`config.mk`:
```
export PLATFORM = sky130hd
export DESIGN_NAME = right_hand_wall_follower_flat
export DESIGN_NICKNAME = d
export VERILOG_FILES = /design/src/rtl/rhwf_pkg.sv /design/src/rtl/rhwf_if.sv /design/src/rtl/rhwf_ram.sv /design/src/rtl/right_hand_wall_follower.sv /design/src/flat_wrapper.sv
export SDC_FILE = /design/constraint.sdc
export NUM_CORES = 2
export LEC_CHECK = 0
export ABC_AREA = 1
export BUFFER_PORTS_ARGS = -buffer_cell sky130_fd_sc_hd__clkbuf_2
export CORE_MARGIN = 3
export CORE_UTILIZATION = 58
export CTS_CLUSTER_DIAMETER = 100
export CTS_CLUSTER_SIZE = 25
export DETAILED_ROUTE_END_ITERATION = 12
export PLACE_DENSITY_LB_ADDON = 0.15
export SYNTH_ARGS = -nofsm -noshare
export SYNTH_HDL_FRONTEND = slang
export SYNTH_SLANG_ARGS = --single-unit
```
`constraint.sdc`:
```
create_clock -name clock -period 3.1 [get_ports clock]
set_input_delay 0.62 -clock clock [delete_from_list [all_inputs] [get_ports clock]]
set_output_delay 0.62 -clock clock [all_outputs]
set_load 0.02 [all_outputs]
```
`src/rtl/rhwf_pkg.sv`:
```
`default_nettype none

package rhwf_pkg;

   // Grid size and coordinate widths
   localparam int GRID_COLS = 32;
   localparam int GRID_ROWS = 32;
   localparam int COORD_W   = 5;
   localparam int HEAD_W    = 2;
   localparam int POS_LIMIT = 1 << COORD_W;
   localparam int COL_LIMIT = (GRID_COLS < POS_LIMIT) ? GRID_COLS : POS_LIMIT;
   localparam int ROW_LIMIT = (GRID_ROWS < POS_LIMIT) ? GRID_ROWS : POS_LIMIT;
   localparam int COL_AW    = $clog2(GRID_COLS);
   localparam int ROW_AW    = $clog2(GRID_ROWS);

   // Neighbor coordinate: one bit wider so that -1 and +32 fall off the grid
   localparam int NB_W = COORD_W + 1;

   // Configuration port
   localparam int CSR_IDX_W  = 3;
   localparam int CSR_DATA_W = COORD_W;
   localparam logic [CSR_IDX_W-1:0] CSR_GOAL_X        = 3'd0;
   localparam logic [CSR_IDX_W-1:0] CSR_GOAL_Y        = 3'd1;
   localparam logic [CSR_IDX_W-1:0] CSR_START_X       = 3'd2;
   localparam logic [CSR_IDX_W-1:0] CSR_START_Y       = 3'd3;
   localparam logic [CSR_IDX_W-1:0] CSR_START_HEADING = 3'd4;

   // Headings
   localparam logic [HEAD_W-1:0] HEAD_RIGHT = 2'd0;
   localparam logic [HEAD_W-1:0] HEAD_DOWN  = 2'd1;
   localparam logic [HEAD_W-1:0] HEAD_LEFT  = 2'd2;
   localparam logic [HEAD_W-1:0] HEAD_UP    = 2'd3;

   typedef enum logic [1:0] {
      ACT_WRITE   = 2'd0,
      ACT_RESTART = 2'd1,
      ACT_STEP    = 2'd2
   } action_type;

   typedef enum logic [1:0] {
      ST_IDLE = 2'b01,
      ST_EXEC = 2'b10
   } state_type;

   // Column of the neighbor in direction h
   function automatic logic [NB_W-1:0] step_x(input logic [COORD_W-1:0] x,
                                               input logic [HEAD_W-1:0] h);
      logic [NB_W-1:0] xe;
      xe = {1'b0, x};
      case (h)
         HEAD_RIGHT: step_x = xe + NB_W'(1);
         HEAD_LEFT:  step_x = xe - NB_W'(1);
         default:    step_x = xe;
      endcase
   endfunction

   // Row of the neighbor in direction h
   function automatic logic [NB_W-1:0] step_y(input logic [COORD_W-1:0] y,
                                               input logic [HEAD_W-1:0] h);
      logic [NB_W-1:0] ye;
      ye = {1'b0, y};
      case (h)
         HEAD_DOWN: step_y = ye + NB_W'(1);
         HEAD_UP:   step_y = ye - NB_W'(1);
         default:   step_y = ye;
      endcase
   endfunction

   function automatic logic in_grid(input logic [NB_W-1:0] x, input logic [NB_W-1:0] y);
      in_grid = (x < NB_W'(COL_LIMIT)) && (y < NB_W'(ROW_LIMIT));
   endfunction

endpackage

`default_nettype wire

```
`src/rtl/rhwf_if.sv`:
```
`default_nettype none

// Request channel: one action item per transfer
interface rhwf_req_if;
   logic                          valid;
   logic                          ready;
   logic [1:0]                    action;
   logic [rhwf_pkg::COORD_W-1:0]  cell_x;
   logic [rhwf_pkg::COORD_W-1:0]  cell_y;
   logic                          cell_open;

   modport source (output valid, action, cell_x, cell_y, cell_open, input ready);
   modport sink   (input valid, action, cell_x, cell_y, cell_open, output ready);
endinterface

// Response channel: walker state after each item
interface rhwf_rsp_if;
   logic                          valid;
   logic                          ready;
   logic [rhwf_pkg::COORD_W-1:0]  pos_x;
   logic [rhwf_pkg::COORD_W-1:0]  pos_y;
   logic [rhwf_pkg::HEAD_W-1:0]   heading;
   logic                          moved;
   logic                          at_goal;

   modport source (output valid, pos_x, pos_y, heading, moved, at_goal, input ready);
   modport sink   (input valid, pos_x, pos_y, heading, moved, at_goal, output ready);
endinterface

`default_nettype wire

```
`src/rtl/rhwf_ram.sv`:
```
`default_nettype none

// Generic RAM: one write port, two registered read ports
module rhwf_ram #(
   parameter int WIDTH = 32,
   parameter int DEPTH = 32
) (
   input  wire logic                     clock,
   input  wire logic                     wr_en,
   input  wire logic [$clog2(DEPTH)-1:0] wr_addr,
   input  wire logic [WIDTH-1:0]         wr_data,
   input  wire logic [$clog2(DEPTH)-1:0] rd_addr_a,
   output      logic [WIDTH-1:0]         rd_data_a,
   input  wire logic [$clog2(DEPTH)-1:0] rd_addr_b,
   output      logic [WIDTH-1:0]         rd_data_b
);

   logic [WIDTH-1:0] mem [DEPTH];

   always_ff @(posedge clock) begin
      if (wr_en) begin
         mem[wr_addr] <= wr_data;
      end
      rd_data_a <= mem[rd_addr_a];
      rd_data_b <= mem[rd_addr_b];
   end

endmodule

`default_nettype wire

```
`src/rtl/right_hand_wall_follower.sv`:
```
// A request transfer starts a row read; the response is registered at the end of the
// update that follows. One item is in flight at a time: the read-modify-write of the
// cell row memory (registered read, then write-back or walker update) finishes first.
// A new request is taken while a finished response is being transferred.
// Reset (synchronous): walker, state, response valid and per-row valid bits clear,
// settings load defaults; rows never written read as walls, so there is no clearing pass.
`default_nettype none

module right_hand_wall_follower (
   input  wire logic                              clock,
   input  wire logic                              reset,
   rhwf_req_if.sink                               req,
   rhwf_rsp_if.source                             rsp,
   input  wire logic                              csr_wr_en,
   input  wire logic [rhwf_pkg::CSR_IDX_W-1:0]    csr_index,
   input  wire logic [rhwf_pkg::CSR_DATA_W-1:0]   csr_wr_data
);

   localparam int CW = rhwf_pkg::COORD_W;
   localparam int HW = rhwf_pkg::HEAD_W;
   localparam int RW = rhwf_pkg::ROW_AW;
   localparam int KW = rhwf_pkg::COL_AW;
   localparam int NW = rhwf_pkg::NB_W;

   // Configuration registers
   logic [CW-1:0] goal_x_ff, goal_y_ff, start_x_ff, start_y_ff;
   logic [HW-1:0] start_heading_ff;

   always_ff @(posedge clock) begin
      if (reset) begin
         goal_x_ff        <= CW'(16);
         goal_y_ff        <= '0;
         start_x_ff       <= '0;
         start_y_ff       <= CW'(1);
         start_heading_ff <= '0;
      end else if (csr_wr_en) begin
         unique case (csr_index)
            rhwf_pkg::CSR_GOAL_X:        goal_x_ff        <= csr_wr_data;
            rhwf_pkg::CSR_GOAL_Y:        goal_y_ff        <= csr_wr_data;
            rhwf_pkg::CSR_START_X:       start_x_ff       <= csr_wr_data;
            rhwf_pkg::CSR_START_Y:       start_y_ff       <= csr_wr_data;
            rhwf_pkg::CSR_START_HEADING: start_heading_ff <= csr_wr_data[HW-1:0];
            default: ;
         endcase
      end
   end

   // Control and walker state
   rhwf_pkg::state_type  state_ff, state_in;
   logic [CW-1:0]        walker_x_ff, walker_x_in, walker_y_ff, walker_y_in;
   logic [HW-1:0]        walker_head_ff, walker_head_in;
   logic [rhwf_pkg::GRID_ROWS-1:0] row_valid_ff, row_valid_in;
   logic                 rsp_valid_ff, rsp_valid_in;

   // Item captured at transfer; port a carries the written cell or right neighbor
   rhwf_pkg::action_type action_ff;
   logic                 cell_open_ff;
   logic [CW-1:0]        a_x_ff, a_y_ff, b_x_ff, b_y_ff;
   logic                 a_in_ff, b_in_ff;

   // Response payload register
   logic [CW-1:0]        pos_x_ff, pos_y_ff;
   logic [HW-1:0]        heading_ff;
   logic                 moved_ff, moved_in, at_goal_ff;

   // Transfer decode and neighbor addresses
   logic                 req_xfer;
   rhwf_pkg::action_type req_action;
   logic [HW-1:0]        right_head;
   logic [NW-1:0]        a_x_nb, a_y_nb, b_x_nb, b_y_nb;
   logic [CW-1:0]        rd_row_a, rd_row_b;

   // Memory signals
   logic                 ram_we;
   logic [rhwf_pkg::GRID_COLS-1:0] ram_rdata_a, ram_rdata_b, ram_wdata, row_base;
   logic                 right_open, ahead_open, start_at_goal;

   assign req.ready  = (state_ff == rhwf_pkg::ST_IDLE) && (!rsp_valid_ff || rsp.ready);
   assign req_xfer   = req.valid && req.ready;
   assign req_action = rhwf_pkg::action_type'(req.action);
   assign right_head = walker_head_ff + HW'(1);

   // Select the cells to read for this item
   always_comb begin
      if (req_action == rhwf_pkg::ACT_WRITE) begin
         a_x_nb = {1'b0, req.cell_x};
         a_y_nb = {1'b0, req.cell_y};
      end else begin
         a_x_nb = rhwf_pkg::step_x(walker_x_ff, right_head);
         a_y_nb = rhwf_pkg::step_y(walker_y_ff, right_head);
      end
      b_x_nb   = rhwf_pkg::step_x(walker_x_ff, walker_head_ff);
      b_y_nb   = rhwf_pkg::step_y(walker_y_ff, walker_head_ff);
      rd_row_a = a_y_nb[CW-1:0];
      rd_row_b = b_y_nb[CW-1:0];
   end

   always_ff @(posedge clock) begin
      if (req_xfer) begin
         action_ff    <= req_action;
         cell_open_ff <= req.cell_open;
         a_x_ff       <= a_x_nb[CW-1:0];
         a_y_ff       <= a_y_nb[CW-1:0];
         a_in_ff      <= rhwf_pkg::in_grid(a_x_nb, a_y_nb);
         b_x_ff       <= b_x_nb[CW-1:0];
         b_y_ff       <= b_y_nb[CW-1:0];
         b_in_ff      <= rhwf_pkg::in_grid(b_x_nb, b_y_nb);
      end
   end

   rhwf_ram #(
      .WIDTH (rhwf_pkg::GRID_COLS),
      .DEPTH (rhwf_pkg::GRID_ROWS)
   ) u_cells (
      .clock     (clock),
      .wr_en     (ram_we),
      .wr_addr   (RW'(a_y_ff)),
      .wr_data   (ram_wdata),
      .rd_addr_a (RW'(rd_row_a)),
      .rd_data_a (ram_rdata_a),
      .rd_addr_b (RW'(rd_row_b)),
      .rd_data_b (ram_rdata_b)
   );

   // Execute: row write-back or walker update
   always_comb begin
      state_in       = state_ff;
      walker_x_in    = walker_x_ff;
      walker_y_in    = walker_y_ff;
      walker_head_in = walker_head_ff;
      row_valid_in   = row_valid_ff;
      moved_in       = 1'b0;
      ram_we         = 1'b0;
      rsp_valid_in   = rsp_valid_ff && !rsp.ready;

      right_open    = a_in_ff && row_valid_ff[RW'(a_y_ff)] && ram_rdata_a[KW'(a_x_ff)];
      ahead_open    = b_in_ff && row_valid_ff[RW'(b_y_ff)] && ram_rdata_b[KW'(b_x_ff)];
      start_at_goal = (walker_x_ff == goal_x_ff) && (walker_y_ff == goal_y_ff);

      // A row never written reads as all walls
      row_base  = row_valid_ff[RW'(a_y_ff)] ? ram_rdata_a : '0;
      ram_wdata = row_base;
      ram_wdata[KW'(a_x_ff)] = cell_open_ff;

      unique case (state_ff)
         rhwf_pkg::ST_IDLE: begin
            if (req_xfer) begin
               state_in = rhwf_pkg::ST_EXEC;
            end
         end
         rhwf_pkg::ST_EXEC: begin
            state_in     = rhwf_pkg::ST_IDLE;
            rsp_valid_in = 1'b1;
            case (action_ff)
               rhwf_pkg::ACT_WRITE: begin
                  if (a_in_ff) begin
                     ram_we                       = 1'b1;
                     row_valid_in[RW'(a_y_ff)]    = 1'b1;
                  end
               end
               rhwf_pkg::ACT_RESTART: begin
                  walker_x_in    = start_x_ff;
                  walker_y_in    = start_y_ff;
                  walker_head_in = start_heading_ff;
               end
               rhwf_pkg::ACT_STEP: begin
                  if (!start_at_goal) begin
                     if (right_open) begin
                        walker_head_in = right_head;
                        walker_x_in    = a_x_ff;
                        walker_y_in    = a_y_ff;
                        moved_in       = 1'b1;
                     end else if (ahead_open) begin
                        walker_x_in    = b_x_ff;
                        walker_y_in    = b_y_ff;
                        moved_in       = 1'b1;
                     end else begin
                        walker_head_in = walker_head_ff - HW'(1);
                     end
                  end
               end
               default: ;
            endcase
         end
         default: state_in = rhwf_pkg::ST_IDLE;
      endcase
   end

   always_ff @(posedge clock) begin
      if (reset) begin
         state_ff       <= rhwf_pkg::ST_IDLE;
         walker_x_ff    <= '0;
         walker_y_ff    <= '0;
         walker_head_ff <= '0;
         row_valid_ff   <= '0;
         rsp_valid_ff   <= 1'b0;
      end else begin
         state_ff       <= state_in;
         walker_x_ff    <= walker_x_in;
         walker_y_ff    <= walker_y_in;
         walker_head_ff <= walker_head_in;
         row_valid_ff   <= row_valid_in;
         rsp_valid_ff   <= rsp_valid_in;
      end
   end

   // Response payload loads at the end of execute
   always_ff @(posedge clock) begin
      if (state_ff == rhwf_pkg::ST_EXEC) begin
         pos_x_ff   <= walker_x_in;
         pos_y_ff   <= walker_y_in;
         heading_ff <= walker_head_in;
         moved_ff   <= moved_in;
         at_goal_ff <= (walker_x_in == goal_x_ff) && (walker_y_in == goal_y_ff);
      end
   end

   assign rsp.valid   = rsp_valid_ff;
   assign rsp.pos_x   = pos_x_ff;
   assign rsp.pos_y   = pos_y_ff;
   assign rsp.heading = heading_ff;
   assign rsp.moved   = moved_ff;
   assign rsp.at_goal = at_goal_ff;

endmodule

`default_nettype wire

```
`src/flat_wrapper.sv`:
```
// flat-port wrapper written by rule: the top's interface ports become plain ports
module right_hand_wall_follower_flat 
  (clock, reset, csr_wr_en, csr_index, csr_wr_data, req_valid, req_action, req_cell_x, req_cell_y, req_cell_open, req_ready, rsp_valid, rsp_pos_x, rsp_pos_y, rsp_heading, rsp_moved, rsp_at_goal, rsp_ready);
  rhwf_req_if req_i ();
  rhwf_rsp_if rsp_i ();
  input  wire logic clock;
  input  wire logic reset;
  input  wire logic csr_wr_en;
  input  wire logic [rhwf_pkg::CSR_IDX_W-1:0] csr_index;
  input  wire logic [rhwf_pkg::CSR_DATA_W-1:0] csr_wr_data;
  input wire logic [$bits(req_i.valid)-1:0] req_valid;
  input wire logic [$bits(req_i.action)-1:0] req_action;
  input wire logic [$bits(req_i.cell_x)-1:0] req_cell_x;
  input wire logic [$bits(req_i.cell_y)-1:0] req_cell_y;
  input wire logic [$bits(req_i.cell_open)-1:0] req_cell_open;
  output wire logic [$bits(req_i.ready)-1:0] req_ready;
  output wire logic [$bits(rsp_i.valid)-1:0] rsp_valid;
  output wire logic [$bits(rsp_i.pos_x)-1:0] rsp_pos_x;
  output wire logic [$bits(rsp_i.pos_y)-1:0] rsp_pos_y;
  output wire logic [$bits(rsp_i.heading)-1:0] rsp_heading;
  output wire logic [$bits(rsp_i.moved)-1:0] rsp_moved;
  output wire logic [$bits(rsp_i.at_goal)-1:0] rsp_at_goal;
  input wire logic [$bits(rsp_i.ready)-1:0] rsp_ready;
  assign req_i.valid = req_valid;
  assign req_i.action = req_action;
  assign req_i.cell_x = req_cell_x;
  assign req_i.cell_y = req_cell_y;
  assign req_i.cell_open = req_cell_open;
  assign req_ready = req_i.ready;
  assign rsp_valid = rsp_i.valid;
  assign rsp_pos_x = rsp_i.pos_x;
  assign rsp_pos_y = rsp_i.pos_y;
  assign rsp_heading = rsp_i.heading;
  assign rsp_moved = rsp_i.moved;
  assign rsp_at_goal = rsp_i.at_goal;
  assign rsp_i.ready = rsp_ready;
  right_hand_wall_follower u_core (.clock(clock), .reset(reset), .req(req_i), .rsp(rsp_i), .csr_wr_en(csr_wr_en), .csr_index(csr_index), .csr_wr_data(csr_wr_data));
endmodule
```
==> summary.txt <==
Global routing
  – Overflow after GRT: 0
  – Maximum number of pins on one net before global-route repair: 139
  – Met1 Usage GRT: 0.507
  – Total global-route track usage: 0.372
  – Number of global-route vias before repair: 45200
  – Global routing usage on met3: 0.0694
  – Most used routing layer in global routing: met2
  – Antenna violations before repair: 4
  – Met2 GRT Util: 0.567
  – Global-route wire length before repair: 288000 um

Power
  – Share of total power in combinational logic: 0.117
  – Sequential cell fraction of total power: 0.597
  – Switching power total: 7.68 mW
  – IR drop worst, VDD: 0.665 mV
  – Pint: 22.1 mW
  – Power share of the clock group: 0.285
  – Leakage power summed over all cells: 22.3 nW
  – PD cells: 464 nW/um^2
  – Switching share of power: 0.258

Place
  – Cell area reported after detailed placement: about 63000 sq um
  – Post-Place Cells: 7310
  – Final Wtd Congestion: 0.923
  – Setup slack at placement: -0.0823 ns
  – Number of buffer cells added on primary ports: 41
  – Detailed placement HPWL: about 120000 um

Setup path
  – Launch point of the worst reg-to-reg path: u_core.walker_head_ff[0]
  – Setup crit start kind: flop
  – End of the worst register-to-register path: u_core.u_cells.rd_data_b[26]
  – Required arrival time at the worst endpoint: roughly 3.7 ns
  – Arr. time, crit path: 3.70 ns
  – Setup slack, reg-to-reg: between 0.03 and 0.04 ns
  – Type of element capturing the critical path: flop
  – Top fanout value on the critical path: 113
  – CP Class: flop to flop
  – Cells on worst reg2reg path: 11

Logic synthesis
  – Total standard cell area after synthesis: 57700 sq um
  – Main flop type after synthesis: edfxtp_1
  – Share of the synthesized area in the top cell type: 0.553
  – Most frequent cell after synthesis: o21ai_0
  – Avg Inst Size Synth: 9.53 sq um
  – Synthesized Nets: 6094
  – Leading cell types by total area after synthesis: edfxtp_1 (55%), o21ai_0 (9.8%), nor2_1 (6.9%), dfxtp_1 (4.6%), a21oi_1 (4.2%)
  – Cell type with the highest aggregate area in the netlist: edfxtp_1
  – Ys async rst share: 0
  – Number of distinct library cells after synthesis: 49
  – Number of enable-type register cells in the synthesized netlist: 1063
  – Sequential cell area fraction in the yosys report: 0.599
  – Synth warnings: 0
  – Number of register bits inferred by synthesis: between 1000 and 1500
  – Synth cell count leaders: o21ai_0 (1135), nor2_1 (1067), edfxtp_1 (1063)
  – Post-synthesis cell count: ~6100

CTS
  – Post-CTS Hold Fix Bufs: 0
  – Largest buffer count on any clock path: 3
  – Worst-path clk slew: about 0.10 ns
  – Clock root cell: clkbuf_16
  – Later-pin clock latency in the skew report: 0.73 ns
  – Num Clock Sinks: 1196
  – Num CTS Buffers: 54
  – Total number of H-tree levels: 2
  – Clock tree from TritonCTS: done

Final layout
  – Net total in the final layout: 6121
  – Final cell utilization of the core: 0.652
  – Proportion of layout cells with a drive suffix above 1: 0.0976
  – Final non-filler cell area: around 64000 sq um
  – Final std cells w/o fill: 7412
  – Total area of sequential cells: 34600 sq um
  – Layout Area Growth over Synthesis: 11.3%
  – Filler Cell Count: 7737
  – Area of the multi-input gates: a little over 20000 sq um

STA
  – Worst-Margin Slew: 1.29 ns
  – Fin worst setup slack: 0.0399 ns
  – Final count of hold timing violations: 0
  – RSZ-0062 raised after global routing: true
  – Fraction of the cycle the final worst path needs: 0.987
  – Tightest slew margin relative to the limit: 0.137
  – Total Negative Setup Slacks: 0 ns
  – Timing-limited maximum frequency: 0.327 GHz
  – Final setup violation count: 0
  – Count of pins over their slew limit: 0
  – Fin crit period: 3.06 ns
  – Maximum clock skew at final layout: 0.0332 ns

Floorplan
  – Core Region: 98600 sq um
  – Number of cell rows: 115
  – Starting Density: 0.586
  – Die boundary height: 321 um
  – Die area: 103000 sq um
  – Die Width: 321 um
  – Top Ports: 42

Route
  – Post-DR wirelength/cell: 26.6 um
  – First-pass iteration count of the detailed router: 8
  – Number of design rule violations left after detail routing: 0
  – Number of nets still failing antenna checks after routing: 0
  – DRC violation total after the first TritonRoute iteration: 8217
  – Routed Wire Length: 197000 um
  – Number of vias in the routed layout: 49400
  – Routed via count divided by cell count: 6.66

Run
  – Max-cap violation count: 0

Hold path
  – Class of the worst hold path: input port to flop
  – Startpoint of the worst hold path: req_cell_open
  – Number of cells on the worst hold path: 1
  – Terminating pin of the worst hold path: u_core.cell_open_ff

Run status
  – Result of the run: finished, final reports clean
==> power by group through the flow <==
stage | registers [mW] | logic [mW] | clock network, mW
floorplan | 18.0 | 2.00 | 0
global placement | 18.2 | 3.31 | 0
detailed placement | 18.2 | 3.36 | 0
CTS | 17.8 | 3.38 | 8.59
global route | 17.8 | 3.76 | 9.11
finish | 17.8 | 3.49 | 8.51
==> state kept, by name, summed over array words and instances (netlist names), 32 cells and up <==
| name | flops |
|---|---|
| u_core.u_cells.rd_data_b | 32 |
| u_core.u_cells.rd_data_a | 32 |
| u_core.u_cells.mem | 1024 |
| u_core.row_valid_ff | 32 |
==> worst max-delay path by stage <==
stage | depth (start not counted) | endpoint | slack, ns | startpoint
2_1_floorplan | 7 | u_core.u_cells.mem[10][0] | 0.15 | u_core.state_ff[0]
3_3_place_gp | 21 | u_core.rsp.at_goal | -0.1 | u_core.b_x_ff[0]
3_5_place_dp | 11 | u_core.u_cells.rd_data_b[7] | -0.08 | u_core.walker_head_ff[0]
4_1_cts | 13 | u_core.u_cells.rd_data_b[7] | 0.03 | u_core.walker_head_ff[1]
5_1_grt | 22 | u_core.rsp.at_goal | -0.06 | u_core.b_y_ff[0]
6_report | 11 | u_core.u_cells.rd_data_b[26] | 0.04 | u_core.walker_head_ff[0]
==> stage by stage <==
stage | power (mW) | hold slack [ns]
after global routing | 30.7 | 0.0852
after CTS | 29.8 | 0.0590
final | 29.8 | 0.0849
after floorplan | 20.0 | 0.429
after global placement | 21.5 | 0.449
after detailed placement | 21.5 | 0.460
==> cells by family (layout without fill, tap and decap cells) <==
group | count (synthesis) | after routing | share of synthesized area
compound gates | 2203 | 2203 | 0.218
simple gates | 1812 | 1813 | 0.123
flops | 1196 | 1196 | 0.599
buf+inv | 817 | 884 | 0.0548
xor+xnor | 16 | 16 | 0.00256
fa+ha+maj | 12 | 12 | 0.00260
other cells | 0 | 1 | 0
==> worst max-delay path, cell delays in order (launching register included) <==
cell,delay (ns)
dfxtp_1,0.34
buf_4,0.17
xnor2_4,0.29
buf_16,0.40
buf_12,0.40
nor2_1,0.07
nor2_1,0.10
o21ai_0,0.10
a21oi_1,0.21
a211oi_1,0.08
o32ai_1,0.41
buf_4,0.23
==> layout make-up <==
cell class	count	share of cell area
Clock inverter	5	0.000974
Multi-Input combinational cell	4044	0.318
Inverter	346	0.0208
Sequential cell	1196	0.538
Antenna cell	1	0.0000389
Tap cell	1287	0.0251
Timing Repair Buffer	441	0.0734
Clock buffer	92	0.0236
==> what timing repair did <==
action / CTS / global route
hold endpoints to repair: 0 / 0
setup endpoints to repair: 2 / 19
pin swaps: 0 / 4
setup buffers: 0 / 4
resized for setup: 4 / 33
cloned: 0 / 1
==> layer usage <==
metal | vias up | wire length, um
li1 | 21800 | -
met1 | 23400 | 73200
met2 | 3493 | 86200
met3 | 726 | 25400
met4 | 4 | 12700
met5 | - | 24
==> cells in the final DEF, fill, tap and decap left out, drive strengths merged, types with 4 or more instances in the layout <==
cell type  instances
o32ai             95
nand3b             4
nand2            566
inv              338
edfxtp          1063
clkbuf           133
o311ai            65
a21oi            481
a31oi             32
nor3              21
dfxtp            133
o221ai           101
ha                12
xnor2              4
xor2              12
nor2            1076
o211ai            39
o22ai             57
nand3            136
buf              400
o21ai           1191
a22oi              4
a211oi            97
clkinv            12
nand4              5
a21o              32
No activity file was read; power rests on OpenSTA's default activity.
